<file path="src/design/peul_pkg.sv">
// ---------------------------------------------------------------------------
// peul_pkg
// Shared constants and types for the particle Euler integrator.
// ---------------------------------------------------------------------------
package peul_pkg;

    localparam int FRAC_BITS_DEF = 16;
    localparam int WORD_BITS_DEF = 32;

    // Reset value of the step register, about 0.01 in Q16.16.
    localparam int DT_RESET = 655;

    localparam logic [1:0] ST_OK    = 2'd0;
    localparam logic [1:0] ST_ZMASS = 2'd1;
    localparam logic [1:0] ST_SAT   = 2'd2;

    // Per-axis control flags handed from the velocity to the position stages.
    typedef struct packed {
        logic sat;
        logic mzero;
    } t_ctrl;

endpackage

</file>
<file path="src/design/peul_vel.sv">
// ---------------------------------------------------------------------------
// peul_vel
// Velocity update: caps the quotient, zeroes the change for a zero mass,
// applies the force sign, adds and saturates. Two register stages.
// ---------------------------------------------------------------------------
module peul_vel
    import peul_pkg::*;
#(
    parameter int WORD_W = 32,
    parameter int QUO_W  = 49
) (
    input  logic                     i_clk,
    input  logic                     i_en,
    input  logic [QUO_W-1:0]         i_quo,
    input  logic                     i_fneg,
    input  logic                     i_mzero,
    input  logic signed [WORD_W-1:0] i_vel,
    input  logic signed [WORD_W-1:0] i_pos,
    output logic signed [WORD_W-1:0] o_vel,
    output logic signed [WORD_W-1:0] o_pos,
    output t_ctrl                    o_ctrl
);

    localparam logic [QUO_W-1:0] CAP = QUO_W'(1) << WORD_W;
    localparam logic signed [WORD_W+1:0] HI = {3'b000, {(WORD_W-1){1'b1}}};
    localparam logic signed [WORD_W+1:0] LO = {3'b111, {(WORD_W-1){1'b0}}};

    logic [WORD_W:0]            c_qcap;
    logic [WORD_W+1:0]          c_mag;
    logic signed [WORD_W+1:0]   n_dv;
    logic signed [WORD_W+1:0]   r_dv;
    logic signed [WORD_W-1:0]   r_vel;
    logic signed [WORD_W-1:0]   r_pos;
    logic                       r_mzero;
    logic signed [WORD_W+1:0]   c_sum;
    logic signed [WORD_W-1:0]   n_vn;
    logic                       n_sat;
    logic signed [WORD_W-1:0]   r_vn;
    logic signed [WORD_W-1:0]   r_pos2;
    t_ctrl                      r_ctrl;

    always_comb begin
        c_qcap = (i_quo > CAP) ? CAP[WORD_W:0] : i_quo[WORD_W:0];
        c_mag  = {1'b0, c_qcap};
        if (i_mzero) begin
            n_dv = '0;
        end else if (i_fneg) begin
            n_dv = -$signed(c_mag);
        end else begin
            n_dv = $signed(c_mag);
        end
    end

    always_ff @(posedge i_clk) begin
        if (i_en) begin
            r_dv    <= n_dv;
            r_vel   <= i_vel;
            r_pos   <= i_pos;
            r_mzero <= i_mzero;
        end
    end

    always_comb begin
        c_sum = {{2{r_vel[WORD_W-1]}}, r_vel} + r_dv;
        n_sat = 1'b0;
        if (c_sum > HI) begin
            n_vn  = HI[WORD_W-1:0];
            n_sat = 1'b1;
        end else if (c_sum < LO) begin
            n_vn  = LO[WORD_W-1:0];
            n_sat = 1'b1;
        end else begin
            n_vn = c_sum[WORD_W-1:0];
        end
    end

    always_ff @(posedge i_clk) begin
        if (i_en) begin
            r_vn         <= n_vn;
            r_pos2       <= r_pos;
            r_ctrl.sat   <= n_sat;
            r_ctrl.mzero <= r_mzero;
        end
    end

    assign o_vel  = r_vn;
    assign o_pos  = r_pos2;
    assign o_ctrl = r_ctrl;

endmodule

</file>
<file path="config.mk">
export PLATFORM = sky130hd
export DESIGN_NAME = peul_vel
export DESIGN_NICKNAME = d
export VERILOG_FILES = /design/src/design/peul_pkg.sv /design/src/design/peul_vel.sv
export SDC_FILE = /design/constraint.sdc
export NUM_CORES = 1
export LEC_CHECK = 0
export BUFFER_PORTS_ARGS = -buffer_cell sky130_fd_sc_hd__buf_2
export CAP_MARGIN = 20
export CELL_PAD_IN_SITES_DETAIL_PLACEMENT = 1
export CELL_PAD_IN_SITES_GLOBAL_PLACEMENT = 2
export CORE_ASPECT_RATIO = 0.9
export CORE_MARGIN = 2
export CORE_UTILIZATION = 39
export DETAILED_ROUTE_END_ITERATION = 16
export PLACE_DENSITY = 0.95
export SLEW_MARGIN = 20
export SYNTH_ARGS = -nofsm -noshare
export SYNTH_HDL_FRONTEND = slang
export SYNTH_SLANG_ARGS = --single-unit
</file>
<file path="constraint.sdc">
create_clock -name i_clk -period 8.7 [get_ports i_clk]
set_input_delay 1.74 -clock i_clk [delete_from_list [all_inputs] [get_ports i_clk]]
set_output_delay 1.74 -clock i_clk [all_outputs]
set_load 0.01 [all_outputs]
</file>
Word-level counts from Yosys, hierarchy flattened

Index checks and enable logic that the tools add are counted.

Bitwise operators: 1
$lt $le $gt $ge: 3
Reductions and logical operators: 1
Muxes and demuxes: 4
Add/subtract/negate cells: 2

Operators by type and width:

| operator                                                                        | count |
|---|---|
| 33-bit two-way mux                                                              | 2 |
| 49-bit by 33-bit > comparator with 1-bit output (second input constant)         | 1 |
| 34-bit adder                                                                    | 1 |
| 34-bit by 32-bit > comparator with 1-bit output (second input constant)         | 1 |
| 34-bit by 32-bit less-than comparator with 1-bit output (second input constant) | 1 |
| 33-bit negator with 34-bit output                                               | 1 |
| 32-bit two-way mux                                                              | 1 |
| 2-bit OR reduction                                                              | 1 |
| 1-bit two-way mux                                                               | 1 |
| 1-bit inverter                                                                  | 1 |

Output and inout port bits: 66
Bits in registers: 165

Logic depth before layout (Yosys ltp)

Gate-level depths: netlist of run 1.

Depth after elaboration: 4
Depth in mapped cells: 14
Depth with buffers taken out: 11

Worst setup path before layout of run 1

Ideal clock, no wire load.

Kind: input to register
Start point: input i_quo[18]
End point: register r_dv[20], data pin
Setup time: 160 ps
Buffers on the path: 2
Cell stages on the path: 13
Setup slack: 4,069 ps
Arrival time: 4,472 ps
Cell sequence: or4_4 -> or3_4 -> nor3_4 -> nand3b_1 -> a21oi_2 -> buf_4 -> nand2_1 -> ha_1 -> clkbuf_1 -> inv_1 -> nand2_1 -> a21o_1 -> nor3b_1

Word-level cells in the longest chain between the ends: 4

Ends and longest elaborated chain:

| what                                            | RTL line       | source |
|---|---|---|
| start, declared                                 | peul_vel.sv:14 | `input logic [QUO_W-1:0] i_quo,` |
| 49-bit by 33-bit > comparator with 1-bit output | peul_vel.sv:43 | `c_qcap = (i_quo > CAP) ? CAP[WORD_W:0] : i_quo[WORD_W:0];` |
| 33-bit two-way mux *                            | peul_vel.sv:43 |  |
| 33-bit negator with 34-bit output               | peul_vel.sv:48 | `n_dv = -$signed(c_mag);` |
| 33-bit two-way mux *                            | peul_vel.sv:47 | `end else if (i_fneg) begin` |
| end signal, assigned                            | peul_vel.sv:56 | `r_dv <= n_dv;` |
| end, declared                                   | peul_vel.sv:31 | `logic signed [WORD_W+1:0] r_dv;` |

Mark *: on every way between the ends. The rest lies on a longest branch, timed or not.
A chain may end at the register's enable or synchronous reset.

Worst setup path in the final report of run 1

Start point: input i_quo[2]
End point: register r_dv[20], data pin

Same word-level chain as after synthesis.

==> results.yml, run 1 <==
cells_and_area:
  fill_cells: 2202
  layout_common_cells: "buf_2 (181), edfxtp_1 (165), a21oi_1 (47)"
  layout-drive-gt1-share_pct: 30.3
  final_area_mm2: 0.00996
  nNetsFinal: 973
  syn_to_final_growth_pct: 21.3
  final_common_cell: "buf_2"
drt:
  finalWirelength_um: 22100
  vias_per_cell: 5.41
  met2_length_um: 11100
  ant_nets: 0
  vias: 6063
  post_drt_wl_per_cell_um: 19.7
  met3WireLength_um: 1080
  post-route-drc-count: 0
  dr.first_iter.drc_count: 436
  top_layer_used: "met4"
  wl_met1_um: 9600
  dr.pass1.iters: 4
die:
  dieArea_mm2: 0.0222
  start_util_pct: 39.7
  fp-row-count: 50
  die_h_um: 142
  core-area_mm2: 0.0207
  ios: 183
  die_w_um: 157
global_route:
  antenna_found_initial: 1
  grt_pass1_vias: 6342
  grt_use_total_pct: 20.1
  grt_max_degree: 88
  grt_overflow: 0
  grt_first_pass_wirelength_um: 34300
timing:
  fin_tns_setup_ns: 0
  maxSlewViolCount: 0
  tightestPinTransition_ns: 1.00
  max_slew_margin_pct: 33.1
  setup_violations: 0
  clock_skew_ns: 0.0114
  period_minus_slack_ns: 4.79
  fin_crit_sh_pct: 55.1
  hold_viol_final: 0
  max_freq_ghz: 0.209
  rsz0062_at_grt: "no"
clocking:
  cts_made_buffers: 17
  clockBufferDepth: 2
  post_cts_buffers: 0
  worstSkewPairLatency_ns: 0.43
  clkSlewWorstSetupHoldPaths_ns: 0.07
  cts_tree: "done"
  h-tree-depth: 4
  cts_sinks: 165
  cts_resized: 0
  postCtsHoldBufs: 0
  cts_root_buf: "clkbuf_16"
setup_path:
  start_kind: "primary input"
  r2r_cells: 11
  timing.rr.start: "r_dv[0]"
  end_kind: "register"
  cp.arrival_ns: 5.06
  r2r_end: "o_vel[19]"
  critPathKind: "in -> reg"
  critPathMaxFanout: 20
  critPathRequiredTime_ns: 8.97
  r2r_setup_slack_ns: 4.49
placed_design:
  gp_congestion: 0.848
  port_buffers: 182
  hpwl_um: 16100
  dpl_cell_area_mm2: 0.00937
power:
  vdd_ir_drop_max_mv: 0.144
  p_leak_nw: 3.94
  power_density_mw_per_mm2: 221
hold_path:
  min_from: "r_pos[14]"
  hold_path_class: "reg -> reg"
  hold_depth: 0
  min_to: "o_pos[14]"
job:
  maxCapViolCount: 0
synthesis:
  ys_top_cells_by_area: "edfxtp_1 (60%), ha_1 (5.2%), a21o_1 (3.4%)"
  synth_nets: 791
  synth_top_area_share_pct: 60.3
  ys_warn_count: 0
  syn_inst: 639
  ys_types: 69
  yosysSeqAreaShare_pct: 60.3
  synth-seq-cells: 165
  syn_area_mm2: 0.00821
  synth_edf_count: 165
  synth.avg_cell_area_um2: 12.9
  yosys.area.top_type: "edfxtp_1"
  async_reset_ff_share_pct: 0
  ys.flop_type: "edfxtp_1"
status:
  outcome: "finished, final reports clean"
power breakdown:
group          total [mW]  internal (mW)  switching, mW
registers            1.01          0.985         0.0267
clock network       0.736          0.384          0.352
logic               0.450          0.183          0.268
synth_stat cells, types with 7 or more instances:
master and number:
edfxtp_1 165, a21oi_1 47, nand2_1 41, nor2_1 41, a21o_1 37, o21ai_0 36
ha_1 34, xor2_1 26, xnor2_1 19, nand3_1 15, nor3_1 13, inv_1 10
a21o_2 9, o211ai_1 9, nand4_1 8, nor4_1 8, clkbuf_1 7, nand2b_1 7
o21a_1 7
state kept, by name, summed over array words and instances, names as in the netlist:
register,count
o_ctrl,2
o_pos,32
o_vel,32
r_dv,34
r_mzero,1
r_pos,32
r_vel,32
logic make-up (layout without fill, tap and decap cells):
group / count (synthesis) / in the layout / share of synthesized area, %
flops: 165 / 165 / 60.3
fa+ha+maj: 35 / 35 / 5.42
other cells: 0 / 1 / 0
simple gates: 168 / 168 / 10.6
buf+inv: 31 / 226 / 2.09
compound gates: 195 / 195 / 16.8
xor+xnor: 45 / 45 / 4.80
worst max path at each step:
stage,to,start
floorplan,r_dv[20],i_quo[18]
global placement,r_dv[20],i_quo[2]
detailed placement,r_dv[20],i_quo[2]
CTS,r_dv[20],i_quo[2]
global route,r_dv[8],i_quo[2]
finish,r_dv[20],i_quo[2]
layout make-up:
type,instances,area [um2],share of cell area [%]
Clock inverter,15,164,1.65
Tap cell,286,358,3.59
Inverter,10,37.5,0.377
Multi-Input combinational cell,443,3090,31.0
Sequential cell,165,4950,49.7
Clock buffer,17,425,4.27
Timing Repair Buffer,184,932,9.36
Antenna cell,1,2.50,0.0251
worst max-delay path, stage by stage:
cell and delay, ns:
buf_2 0.13, or4_1 0.59, nor4_1 0.33, nand3_1 0.25, nand3b_1 0.26, a21oi_2 0.15
buf_4 0.25, nand2_1 0.09, ha_1 0.44, inv_1 0.19, nand2_1 0.10, a21o_1 0.31
nor3b_1 0.23
stage by stage:
stage               hold WS [ns]  instances  power [mW]  setup WS, ns  utilization (%)
floorplan                  0.400        639        1.31          4.07                -
global placement           0.400       1088        1.45          3.59             45.3
detailed placement         0.406       1088        1.48          3.45             45.3
CTS                        0.423       1120        2.22          3.90             48.1
global route               0.431       1121        2.29          3.55             48.1
finish                     0.421       1121        2.20          3.91             48.1
metal layers:
metal,track usage (%),vias to the layer above
met2,33.9,182
met3,4.18,26
met4,6.18,0
met5,0,-
met1,25.9,3022
li1,-,2833
(Power assumes the default switching activity.)
==> run 2: changes to the inputs <==
--- a/config.mk
+++ b/config.mk
@@ -11,9 +11,9 @@
 export CELL_PAD_IN_SITES_GLOBAL_PLACEMENT = 2
 export CORE_ASPECT_RATIO = 0.9
 export CORE_MARGIN = 2
-export CORE_UTILIZATION = 39
+export CORE_UTILIZATION = 36
 export DETAILED_ROUTE_END_ITERATION = 16
-export PLACE_DENSITY = 0.95
+export PLACE_DENSITY = 0.9
 export SLEW_MARGIN = 20
 export SYNTH_ARGS = -nofsm -noshare
 export SYNTH_HDL_FRONTEND = slang
==> constraint.sdc (replaced) <==
create_clock -name i_clk -period 4.6 [get_ports i_clk]
set_input_delay 0.92 -clock i_clk [delete_from_list [all_inputs] [get_ports i_clk]]
set_output_delay 0.92 -clock i_clk [all_outputs]
set_load 0.01 [all_outputs]
==> run 2 against run 1 <==
First-iteration DRC count fell by 18%. Clock skew rose by 0.0019 ns. Sequential power rose by 89%. Cell count is 1.2% higher. Global-route usage shrank 2.4 points. Critical path depth shrank 1. Register-to-register slack worse by 3.8 ns. Flip-flop and latch count unchanged.
==> results.yml, run 2 (synthesis results as in run 1) <==
status:
  outcome: "finished, final reports clean"
die:
  core-area_mm2: 0.0224
  ios: 183
  dieArea_mm2: 0.0240
  start_util_pct: 36.6
  fp-row-count: 52
  die_w_um: 163
  die_h_um: 147
cells_and_area:
  nNetsFinal: 976
  fill_cells: 2466
  final_cells: 1135
  regMostFlops: "r_dv"
  largest_reg_flops: 34
  final_area_mm2: 0.0100
  final_common_cell: "buf_2"
  syn_to_final_growth_pct: 22.1
  layout_common_cells: "buf_2 (181), edfxtp_1 (165), a21oi_1 (47)"
  layout-drive-gt1-share_pct: 30.5
drt:
  post_drt_wl_per_cell_um: 18.4
  ant_nets: 0
  finalWirelength_um: 20900
  post-route-drc-count: 0
  vias: 5875
  vias_per_cell: 5.18
  dr.pass1.iters: 5
  dr.first_iter.drc_count: 358
hold_path:
  min_from: "r_mzero"
  hold_path_class: "reg -> reg"
  hold_depth: 0
  min_to: "o_ctrl[0]"
global_route:
  antenna_found_initial: 1
  grt_use_total_pct: 17.6
  grt_max_degree: 114
  grt_pass1_vias: 6141
  grt_overflow: 0
  grt_first_pass_wirelength_um: 32900
setup_path:
  critPathRequiredTime_ns: 4.78
  startpoint: "r_dv[0]"
  timing.rr.start: "r_dv[0]"
  r2r_setup_slack_ns: 0.67
  r2r_cells: 12
  r2r_end: "o_vel[13]"
  end_kind: "register"
  critPathKind: "reg -> reg"
  critPathMaxFanout: 26
  start_kind: "register"
  cp.arrival_ns: 4.11
placed_design:
  placedCellCount: 1102
  dpl_cell_area_mm2: 0.00944
  gp_congestion: 0.819
  pre_cts_slack_ns: 0.405
  hpwl_um: 15900
  port_buffers: 182
clocking:
  clkSlewWorstSetupHoldPaths_ns: 0.08
  postCtsHoldBufs: 0
  clockBufferDepth: 2
  post_cts_buffers: 0
  cts_resized: 0
  h-tree-depth: 4
  cts_root_buf: "clkbuf_16"
  cts_tree: "done"
  cts_sinks: 165
  cts_made_buffers: 17
  worstSkewPairLatency_ns: 0.43
timing:
  setup_ws_ns: 0.667
  setup_violations: 0
  period_minus_slack_ns: 3.93
  tightestPinTransition_ns: 0.723
  max_slew_margin_pct: 51.8
  fin_crit_sh_pct: 85.5
  hold_viol_final: 0
  rsz0062_at_grt: "no"
  clock_skew_ns: 0.0132
  fin_tns_setup_ns: 0
  max_freq_ghz: 0.254
  maxSlewViolCount: 0
power:
  p_int_mw: 2.95
  vdd_ir_drop_max_mv: 0.231
  net-switching-power_mw: 1.21
  comb_power_share_pct: 20.7
  p_seq_share_pct: 45.9
  swShare_pct: 29.1
  finalPower_mw: 4.16
  p_leak_nw: 3.96
  power_density_mw_per_mm2: 415
  pwr-share-clk_pct: 33.4
job:
  maxCapViolCount: 0
==> run 2: layer usage <==
layer | vias up | wire (um) | global-route usage, %
met5 | - | 0 | 0
met4 | 0 | 284 | 5.22
met3 | 18 | 748 | 2.99
met2 | 131 | 10400 | 30.0
met1 | 2881 | 9480 | 23.2
li1 | 2845 | - | -
==> run 2: final cells by class <==
| class | count | area [um2] | share of cell area [%] |
|---|---|---|---|
| inverter | 10 | 37.5 | 0.374 |
| clock inverter | 15 | 156 | 1.56 |
| tap | 297 | 372 | 3.71 |
| antenna | 1 | 2.50 | 0.0250 |
| timing repair buffer | 187 | 992 | 9.89 |
| sequential | 165 | 4950 | 49.4 |
| clock buffer | 17 | 425 | 4.24 |
| multi-input combinational | 443 | 3090 | 30.8 |
==> run 2: worst max-delay path: stages, from the launching register on <==
cell      delay (ns)
edfxtp_1        0.41
ha_1            0.26
fa_1            0.41
a21o_1          0.22
a221oi_2        0.56
a211oi_2        0.24
nor2_2          0.24
o311ai_1        0.14
a2111o_1        0.44
o211ai_2        0.13
o21ai_4         0.17
buf_12          0.21
a31o_2          0.24
==> run 2: metrics by stage <==
stage | hold slack, ns | util, %
after floorplan | 0.400 | -
after global placement | 0.400 | 42.1
after detailed placement | 0.406 | 42.1
after CTS | 0.419 | 44.7
after global routing | 0.428 | 44.7
final | 0.420 | 44.7
==> run 2: worst max path at each step <==
| stage | endpoint | slack, ns | depth (start not counted) |
|---|---|---|---|
| floorplan | r_dv[20] | 0.79 | 13 |
| global placement | r_dv[20] | 0.52 | 12 |
| detailed placement | r_dv[26] | 0.41 | 12 |
| CTS | o_vel[13] | 0.70 | 12 |
| global route | r_dv[26] | 0.49 | 12 |
| finish | o_vel[13] | 0.67 | 12 |
==> run 2: power groups by stage <==
stage | clock network [mW] | logic, mW | registers (mW)
5_1_grt | 1.47 | 0.952 | 1.93
3_5_place_dp | 0 | 0.862 | 1.95
2_1_floorplan | 0 | 0.491 | 1.99
6_report | 1.39 | 0.863 | 1.91
3_3_place_gp | 0 | 0.846 | 1.94
4_1_cts | 1.41 | 0.869 | 1.91
